`config.mk`:
```
export PLATFORM = sky130hd
export DESIGN_NAME = utf8_codepoint_decoder
export DESIGN_NICKNAME = d
export VERILOG_FILES = /design/src/sv/ucd_pkg.sv /design/src/sv/utf8_codepoint_decoder.sv
export SDC_FILE = /design/constraint.sdc
export NUM_CORES = 1
export LEC_CHECK = 0
export BUFFER_PORTS_ARGS = -buffer_cell sky130_fd_sc_hd__buf_2
export CAP_MARGIN = 25
export CORE_ASPECT_RATIO = 1.25
export CORE_UTILIZATION = 35
export CTS_CLUSTER_DIAMETER = 80
export DETAILED_ROUTE_END_ITERATION = 16
export GPL_TIMING_DRIVEN = 0
export PLACE_DENSITY = 0.66
export SYNTH_ARGS = -nofsm -noshare
export SYNTH_HDL_FRONTEND = slang
export SYNTH_SLANG_ARGS = --single-unit
```
`constraint.sdc`:
```
create_clock -name clk -period 2.3 [get_ports clk]
set_input_delay 0.345 -clock clk [delete_from_list [all_inputs] [get_ports clk]]
set_output_delay 0.345 -clock clk [all_outputs]
set_load 0.005 [all_outputs]
```
`src/sv/ucd_pkg.sv`:
```
// ----------------------------------------------------------------------------
// ucd_pkg
// Shared types, constants and the per-byte decode function of the UTF-8
// code point decoder.
// ----------------------------------------------------------------------------
package ucd_pkg;

  // field widths
  localparam int unsigned BYTE_W = 8;
  localparam int unsigned CP_W   = 21;
  localparam int unsigned PART_W = 15;
  localparam int unsigned NEED_W = 2;
  localparam int unsigned OUT_TDATA_W = 24;

  // byte class masks and match values
  localparam logic [BYTE_W-1:0] CONT_MASK  = 8'hC0;
  localparam logic [BYTE_W-1:0] CONT_MATCH = 8'h80;
  localparam logic [BYTE_W-1:0] LEAD2_MASK = 8'hE0;
  localparam logic [BYTE_W-1:0] LEAD2_MATCH = 8'hC0;
  localparam logic [BYTE_W-1:0] LEAD3_MASK = 8'hF0;
  localparam logic [BYTE_W-1:0] LEAD3_MATCH = 8'hE0;
  localparam logic [BYTE_W-1:0] LEAD4_MASK = 8'hF8;
  localparam logic [BYTE_W-1:0] LEAD4_MATCH = 8'hF0;

  // continuations still awaited after each lead kind
  localparam logic [NEED_W-1:0] NEED_NONE  = 2'd0;
  localparam logic [NEED_W-1:0] NEED_LEAD2 = 2'd1;
  localparam logic [NEED_W-1:0] NEED_LEAD3 = 2'd2;
  localparam logic [NEED_W-1:0] NEED_LEAD4 = 2'd3;

  // result of handling one byte against the pending state
  typedef struct packed {
    logic              got;
    logic [CP_W-1:0]   cp;
    logic [NEED_W-1:0] need;
    logic [PART_W-1:0] part;
  } ucd_step_t;

  function automatic ucd_step_t ucd_decode(
    input logic [BYTE_W-1:0] b,
    input logic              last,
    input logic [NEED_W-1:0] need,
    input logic [PART_W-1:0] part
  );
    ucd_step_t         res;
    logic [CP_W-1:0]   v;
    logic [NEED_W-1:0] need_dec;
    logic              is_cont;
    res      = '0;
    v        = {part, b[5:0]};
    need_dec = need - 2'd1;
    is_cont  = (b & CONT_MASK) == CONT_MATCH;

    if (need != NEED_NONE && is_cont) begin
      // continuation of a pending sequence
      res.need = need_dec;
      if (need_dec == NEED_NONE) begin
        res.got = 1'b1;
        res.cp  = v;
      end else begin
        res.part = v[PART_W-1:0];
      end
    end else begin
      // fresh byte, any pending sequence is dropped
      priority if (b[BYTE_W-1] == 1'b0) begin
        res.got = 1'b1;
        res.cp  = {{(CP_W-BYTE_W){1'b0}}, b};
      end else if ((b & LEAD2_MASK) == LEAD2_MATCH) begin
        res.need = NEED_LEAD2;
        res.part = {{(PART_W-5){1'b0}}, b[4:0]};
      end else if ((b & LEAD3_MASK) == LEAD3_MATCH) begin
        res.need = NEED_LEAD3;
        res.part = {{(PART_W-4){1'b0}}, b[3:0]};
      end else if ((b & LEAD4_MASK) == LEAD4_MATCH) begin
        res.need = NEED_LEAD4;
        res.part = {{(PART_W-3){1'b0}}, b[2:0]};
      end else begin
        // stray continuation or invalid lead: dropped
        res.need = NEED_NONE;
      end
    end

    // end of string clears any incomplete sequence
    if (last) begin
      res.need = NEED_NONE;
      res.part = '0;
    end
    return res;
  endfunction

endpackage

```
`src/sv/utf8_codepoint_decoder.sv`:
```
// ----------------------------------------------------------------------------
// utf8_codepoint_decoder
// Lenient byte-at-a-time UTF-8 decoder emitting one code point per
// completed sequence.
// ----------------------------------------------------------------------------
// Usage:
//   Input channel in_*: one text byte per transaction in in_tdata, with
//   in_tlast marking the final byte of a string. Output channel out_*: one
//   decoded code point per transaction in out_tdata[20:0].
//   A byte is captured in an input register, decoded by short logic against
//   the pending sequence state, and its code point (if any) lands in the
//   output register, which drives out_tvalid and out_tdata.
//   Throughput is one byte per cycle while out_tready stays high; the
//   pending-state register updates once per byte, which sets that rate.
//   Bytes that only open or extend a sequence, stray continuations and
//   bytes from 0xF8 up produce no output transaction. A sequence left
//   incomplete by the in_tlast byte is dropped.
//   When the receiver stalls, the output register holds its code point and
//   the input register holds the next byte; in_tready drops only when both
//   are full and out_tready is low.
//   Reset (rst_n low, synchronous) empties both registers and clears the
//   pending sequence.
// ----------------------------------------------------------------------------
module utf8_codepoint_decoder
  import ucd_pkg::*;
(
  input  logic                   clk,
  input  logic                   rst_n,
  input  logic                   in_tvalid,
  output logic                   in_tready,
  input  logic [BYTE_W-1:0]      in_tdata,   // [7:0] text_byte
  input  logic                   in_tlast,   // end_of_text
  output logic                   out_tvalid,
  input  logic                   out_tready,
  output logic [OUT_TDATA_W-1:0] out_tdata   // [20:0] codepoint, [23:21] zero
);

  logic              s1_valid_r;
  logic [BYTE_W-1:0] s1_byte_r;
  logic              s1_last_r;
  logic [NEED_W-1:0] need_r;
  logic [PART_W-1:0] part_r;
  logic              out_valid_r;
  logic [CP_W-1:0]   out_cp_r;

  logic              s1_adv;
  logic              in_fire;
  ucd_step_t         step;

  // handshake: decode stage moves when the output slot is free or draining
  assign s1_adv    = !out_valid_r || out_tready;
  assign in_tready = !s1_valid_r || s1_adv;
  assign in_fire   = in_tvalid && in_tready;

  // decode of the registered byte
  assign step = ucd_decode(s1_byte_r, s1_last_r, need_r, part_r);

  // input register control
  always_ff @(posedge clk) begin
    if (!rst_n) begin
      s1_valid_r <= 1'b0;
    end else if (in_tready) begin
      s1_valid_r <= in_tvalid;
    end
  end

  // input register payload
  always_ff @(posedge clk) begin
    if (in_fire) begin
      s1_byte_r <= in_tdata;
      s1_last_r <= in_tlast;
    end
  end

  // pending sequence state
  always_ff @(posedge clk) begin
    if (!rst_n) begin
      need_r <= NEED_NONE;
      part_r <= '0;
    end else if (s1_valid_r && s1_adv) begin
      need_r <= step.need;
      part_r <= step.part;
    end
  end

  // output register control
  always_ff @(posedge clk) begin
    if (!rst_n) begin
      out_valid_r <= 1'b0;
    end else if (s1_adv) begin
      out_valid_r <= s1_valid_r && step.got;
    end
  end

  // output register payload
  always_ff @(posedge clk) begin
    if (s1_adv && s1_valid_r && step.got) begin
      out_cp_r <= step.cp;
    end
  end

  assign out_tvalid = out_valid_r;
  assign out_tdata  = {{(OUT_TDATA_W-CP_W){1'b0}}, out_cp_r};

  // no pending sequence survives the last byte of a string
  assert property (@(posedge clk) disable iff (!rst_n)
    s1_valid_r && s1_adv && s1_last_r |=> need_r == NEED_NONE)
    else $error("pending sequence kept after end of text");

  // partial payload width matches the number of awaited continuations
  assert property (@(posedge clk) disable iff (!rst_n)
    (need_r != NEED_NONE || part_r == '0) &&
    (need_r != NEED_LEAD4 || part_r[PART_W-1:3] == '0) &&
    (need_r != NEED_LEAD3 || part_r[PART_W-1:9] == '0))
    else $error("partial value too wide for pending state");

  // an ASCII byte comes out unchanged on the next cycle
  assert property (@(posedge clk) disable iff (!rst_n)
    s1_valid_r && s1_adv && !s1_byte_r[BYTE_W-1]
    |=> out_tvalid && out_tdata == {{(OUT_TDATA_W-BYTE_W){1'b0}}, $past(s1_byte_r)})
    else $error("ASCII byte not passed through");

  // a continuation completing the last awaited byte always emits
  assert property (@(posedge clk) disable iff (!rst_n)
    s1_valid_r && s1_adv && need_r == NEED_LEAD2 &&
    (s1_byte_r & CONT_MASK) == CONT_MATCH |=> out_tvalid)
    else $error("completed sequence not emitted");

endmodule

```
==> impl_metrics.ini, run 1 <==
[setup_path]
worstPathRequired_ns = 2.23
critical_path.max_fanout = 21
cp-start-kind = flip-flop
rrSetupSlack_ns = 0.18
worstPathArrival_ns = 2.04
crit_path_end = out_cp_r[9]$_SDFFCE_PN0P_
cp-end-kind = flip-flop
path_class = flip-flop to flip-flop
cp-startpoint = out_tvalid$_SDFFE_PN0P_
rr_worst_depth = 5
r2r-end = out_cp_r[9]$_SDFFCE_PN0P_
rr_startpoint = out_tvalid$_SDFFE_PN0P_

[finish]
syn2layout_area_growth_pct = 17.87
diodes = 0
drive_above_1_share = 0.2440
fillerInstances = 538
nNetsFinal = 223

[timing]
setup_ws_ns = 0.1825
setup-tns-final_ns = 0
fmax_ghz = 0.4723
worst_pin_slew_ns = 0.8690
hold_viol = 0
slew_viol_final = 0
rsz0062_at_grt = false
fin_skew_ns = 0.007901
worst_hold_slack_ns = 0.2167
period_minus_slack_ns = 2.118
period_share = 0.9207
slew_headroom = 0.4206
setup_viol = 0

[cts]
cts_setup_buffers = 0
h-tree-depth = 2
clkSinkCount = 49
clk_latency_ns = 0.30
clock_path_buffers = 2
clkTransAtPathRegs_ns = 0.09
cts_root_buf = clkbuf_8
hold_buffers = 0
cts_tree = yes
cts_resized = 0
numCtsBuffers = 5

[yosys]
netlist_instances = 164
synth-seq-area-share = 0.6560
synthTopCellsByArea = edfxtp_1 (46%), dfxtp_1 (19%), and2_1 (7.0%)
synth_commonest_cells = edfxtp_1 (30), and2_1 (22), dfxtp_1 (19), nand3_1 (19), nand2_1 (18)
syn_area_sq_um = 1953
synth_top_area_cell = edfxtp_1
async_flop_share = 0
ys_seq_elements = 49
synth_edf_count = 30
synth-main-ff-cell = edfxtp_1
avgSynthCellArea_sq_um = 11.91
yosys_warnings = 0
synth_top_area_frac = 0.4612
synth.distinct_cells = 31
post-synth-top-count-cell = edfxtp_1

[power]
power.total_mw = 1.532
peakVddDrop_v = 0.0002575
leakage_nw = 0.8574
p_per_area_nw_per_um2 = 665.6

[floorplan]
die_h_um = 85.52
die-area_sq_um = 5885
start_util = 0.3613
ios = 39
die_w_um = 68.82
coreArea_sq_um = 5405
core.rowCount = 30

[detailed_routing]
wl_per_cell_um = 11.74
drt_wl_total_um = 3205
drc = 0
postRouteAntennaNets = 0
via_per_inst = 4.645
vias = 1268
drt_iter0_drc = 98
first_pass_iters = 4

[global_routing]
grt_pass1_wl_um = 5299
busiest_layer = met2
grt_overflow = 0
met1_usage = 0.1511
grt_pass1_vias = 1153
antenna_found_initial = 0
grtUsageMet3 = 0.02793
grt_use_total = 0.1211
grt_max_degree = 22
grt_use_met2 = 0.2032

[place]
place_hpwl_um = 2341
dp_slack_ns = 0.01348
gp_congestion = 0.7779
numPortBuffers = 35

[outcome]
outcome = finished, final reports clean

[hold_path]
hold_path_class = input port to flip-flop

[run]
cap_violations = 0
[cell families (layout without fill, tap and decap cells)]
group / count (synthesis) / after routing / share of synthesized area
buffers and inverters: 15 / 58 / 0.03907
adders and majority gates: 2 / 2 / 0.01281
AOI/OAI and AO/OA: 26 / 26 / 0.09032
and+or+nand+nor: 71 / 71 / 0.1999
DFF: 49 / 49 / 0.6560
other: 1 / 3 / 0.001920
[registers in the layout, summed over array words and instances, names as in the netlist]
register / count
s1_last_r: 1
s1_byte_r: 8
part_r: 15
s1_valid_r: 1
out_cp_r: 21
need_r: 2
out_tvalid: 1
[power by group]
part / leakage, nW / internal [mW] / switching, mW
logic: 0.375 / 0.0362 / 0.0459
clock network: 0.0439 / 0.210 / 0.275
registers: 0.438 / 0.953 / 0.0122
total: 0.857 / 1.20 / 0.333
[worst min path at each step]
stage,start,to,slack (ns),depth (start not counted)
2_1_floorplan,part_r[10]$_SDFFE_PN0P_,part_r[10]$_SDFFE_PN0P_,0.43,2
3_3_place_gp,part_r[13]$_SDFFE_PN0P_,part_r[13]$_SDFFE_PN0P_,0.44,2
3_5_place_dp,part_r[10]$_SDFFE_PN0P_,part_r[10]$_SDFFE_PN0P_,0.44,2
4_1_cts,in_tlast,s1_last_r$_DFFE_PP_,0.21,1
5_1_grt,in_tdata[5],s1_byte_r[5]$_DFFE_PP_,0.21,1
6_report,in_tlast,s1_last_r$_DFFE_PP_,0.22,1
[cells in the final DEF (no fill, tap or decap), types with 2 or more instances in the layout]
cell type   n
a21boi_0    2
a21boi_1   10
and2_1     22
buf_2      36
buf_4       3
clkbuf_1    6
clkbuf_8    5
clkinv_2    2
conb_1      3
dfxtp_1    19
edfxtp_1   30
ha_1        2
inv_1       4
nand2_1    18
nand3_1    19
nor2_1      2
o21ai_0     9
[worst max-delay path, cell delays in order (launching register included)]
cell and delay, ns:
dfxtp_1 0.33, nand2b_1 0.11, and2_0 0.13, clkbuf_1 0.19
buf_2 0.25, and2_1 0.73
[layer usage]
metal / part of all wire / vias up
met2: 0.52 / 30
met5: 0 / -
li1: - / 653
met3: 0.037 / 6
met4: 0.013 / 0
met1: 0.43 / 579
[through the flow]
stage               utilization  instance area, sq um  std cells
global placement         0.4100                  2216        265
CTS                      0.4259                  2302        273
detailed placement       0.4100                  2216        265
floorplan                     -                  1961        166
finish                   0.4259                  2302        273
global route             0.4259                  2302        273
[final cells by class]
class                   count  area, sq um  area share
plain buffers              11        61.31     0.02663
clock buffers               5        68.82     0.02989
clock inverters             3        17.52    0.007609
inverters                   4        15.01    0.006522
multi-input cells         102        603.1      0.2620
flip-flops and latches     49         1281      0.5565
well taps                  64        80.08     0.03478
repair buffers             35        175.2     0.07609
Power figures use the tool's default switching activity.
==> run 2, diff against run 1 <==
BUFFER_PORTS_ARGS = unset   (was -buffer_cell sky130_fd_sc_hd__buf_2)
CAP_MARGIN = 10   (was 25)
CTS_BUF_LIST = sky130_fd_sc_hd__clkbuf_8 sky130_fd_sc_hd__clkbuf_16   (was unset)
DONT_BUFFER_PORTS = 1   (was unset)
PLACE_DENSITY = 0.6   (was 0.66)
==> run 2 against run 1 <==
- first-iteration DRC count down 33%
- cell count down 13%
- clock skew down 0.0016 ns
- critical path type unchanged
- critical endpoint is now out_cp_r[6]$_DFFE_PP_
- largest cell class unchanged
- largest power group unchanged
==> impl_metrics.ini, run 2 (synthesis results as in run 1) <==
[cts]
cts_tree = yes
cts_setup_buffers = 0
clock_path_buffers = 2
h-tree-depth = 2
clkSinkCount = 49
clk_latency_ns = 0.30
cts_root_buf = clkbuf_8
hold_buffers = 0
clkTransAtPathRegs_ns = 0.08
numCtsBuffers = 5

[global_routing]
grt_use_total = 0.1305
grt_overflow = 0
grt_max_degree = 22
grt_pass1_wl_um = 5513
antenna_found_initial = 0
grt_pass1_vias = 1177

[setup_path]
rrSetupSlack_ns = 0.44
cp-start-kind = flip-flop
critical_path.max_fanout = 21
cp-end-kind = flip-flop
path_class = flip-flop to flip-flop
worstPathArrival_ns = 1.81
worstPathRequired_ns = 2.25
rr_worst_depth = 5

[floorplan]
core.rowCount = 30
die_w_um = 68.82
coreArea_sq_um = 5405
die_h_um = 85.52
die-area_sq_um = 5885
ios = 39
start_util = 0.3613

[detailed_routing]
wl_per_cell_um = 13.96
postRouteAntennaNets = 0
vias = 1157
drc = 0
drt_iter0_drc = 66
first_pass_iters = 4
via_per_inst = 4.861
drt_wl_total_um = 3322

[run]
cap_violations = 0

[finish]
drive_above_1_share = 0.09770
diodes = 0
fillerInstances = 554
final_common_cell = edfxtp_1
syn2layout_area_growth_pct = 11.40
final_cell_mix = edfxtp_1 (30), and2_1 (21), nand3_1 (19), dfxtp_1 (19), nand2_1 (18)
nNetsFinal = 188
largest_register_ffs = 21
regMostFlops = out_cp_r
layout.cells.non_filler = 238
top_regs = out_cp_r x21, part_r x15, s1_byte_r x8

[timing]
slew_viol_final = 0
fmax_ghz = 0.5387
period_share = 0.8071
setup-tns-final_ns = 0
rsz0062_at_grt = false
setup_viol = 0
hold_viol = 0
period_minus_slack_ns = 1.856
fin_skew_ns = 0.006348

[power]
power_frac_seq = 0.556
p_comb_frac = 0.035
power.total_mw = 1.741
clkPwrFrac = 0.409
switchingPower_uw = 333.8
switching_share = 0.1917
leakage_nw = 0.7437
peakVddDrop_v = 0.0002044
p_per_area_nw_per_um2 = 800.4
intPower_mw = 1.408

[outcome]
outcome = finished, final reports clean

[hold_path]
holdPathStages = 0
hold_path_class = input port to flip-flop

[place]
numPortBuffers = 0
gp_congestion = 0.7614
dp_cells = 230
place_hpwl_um = 2389
## run 2: cell count changes in the layout (fill, tap and decap cells not counted), sizes merged
cell      delta
buf         -35
bufinv       +2
clkinv       -1
clkinvlp     -1
## run 2: critical path, stage by stage, from the launching register on
cell	delay [ns]
dfxtp_1	0.35
nand2b_1	0.11
and2_0	0.14
clkbuf_1	0.18
buf_2	0.24
and2_2	0.49
## run 2: through the flow
step	cell area (sq um)	hold slack, ns	util	worst slack, ns
after floorplan	1961	0.4262	-	0.4154
after global placement	2041	0.4342	0.3775	0.1008
after detailed placement	2041	0.4386	0.3775	0.08921
after CTS	2175	0.1209	0.4023	0.08037
after global routing	2176	0.1137	0.4025	0.2733
final	2176	0.1336	0.4025	0.4436
## run 2: repair_timing
action | CTS | global route
endpoints found under the setup margin | 0 | 21
resized for setup | 0 | 1
hold endpoints to repair | 0 | 0
## run 2: area by class of cell
cell class	count	area, sq um	area share
plain buffers	11	61.31	0.02818
clock buffers	5	68.82	0.03163
clock inverters	3	65.06	0.02990
multi-input cells	102	604.3	0.2777
flip-flops and latches	49	1281	0.5888
well taps	64	80.08	0.03680
inverters	4	15.01	0.006901
## run 2: layer usage
| layer | vias to the layer above | share of wire | track usage |
|---|---|---|---|
| li1 | 587 | - | - |
| met3 | 6 | 0.041 | 0.04122 |
| met2 | 32 | 0.51 | 0.2130 |
| met4 | 0 | 0.026 | 0.06679 |
| met5 | - | 0 | 0 |
| met1 | 532 | 0.42 | 0.1495 |
## run 2: power by group through the flow
stage / registers, mW / logic, mW / clock network (mW)
floorplan: 0.984 / 0.0492 / 0
global placement: 0.989 / 0.0623 / 0
detailed placement: 0.989 / 0.0629 / 0
CTS: 0.969 / 0.0630 / 0.733
global route: 0.973 / 0.0700 / 0.764
finish: 0.968 / 0.0618 / 0.711
## run 2: path summary, 6_finish.rpt
kind,start,to
max,out_tvalid$_SDFFE_PN0P_,out_cp_r[6]$_DFFE_PP_
max reg2reg,out_tvalid$_SDFFE_PN0P_,out_cp_r[6]$_DFFE_PP_
min reg2reg,part_r[9]$_SDFFE_PN0P_,part_r[9]$_SDFFE_PN0P_
min,in_tlast,s1_last_r$_DFFE_PP_
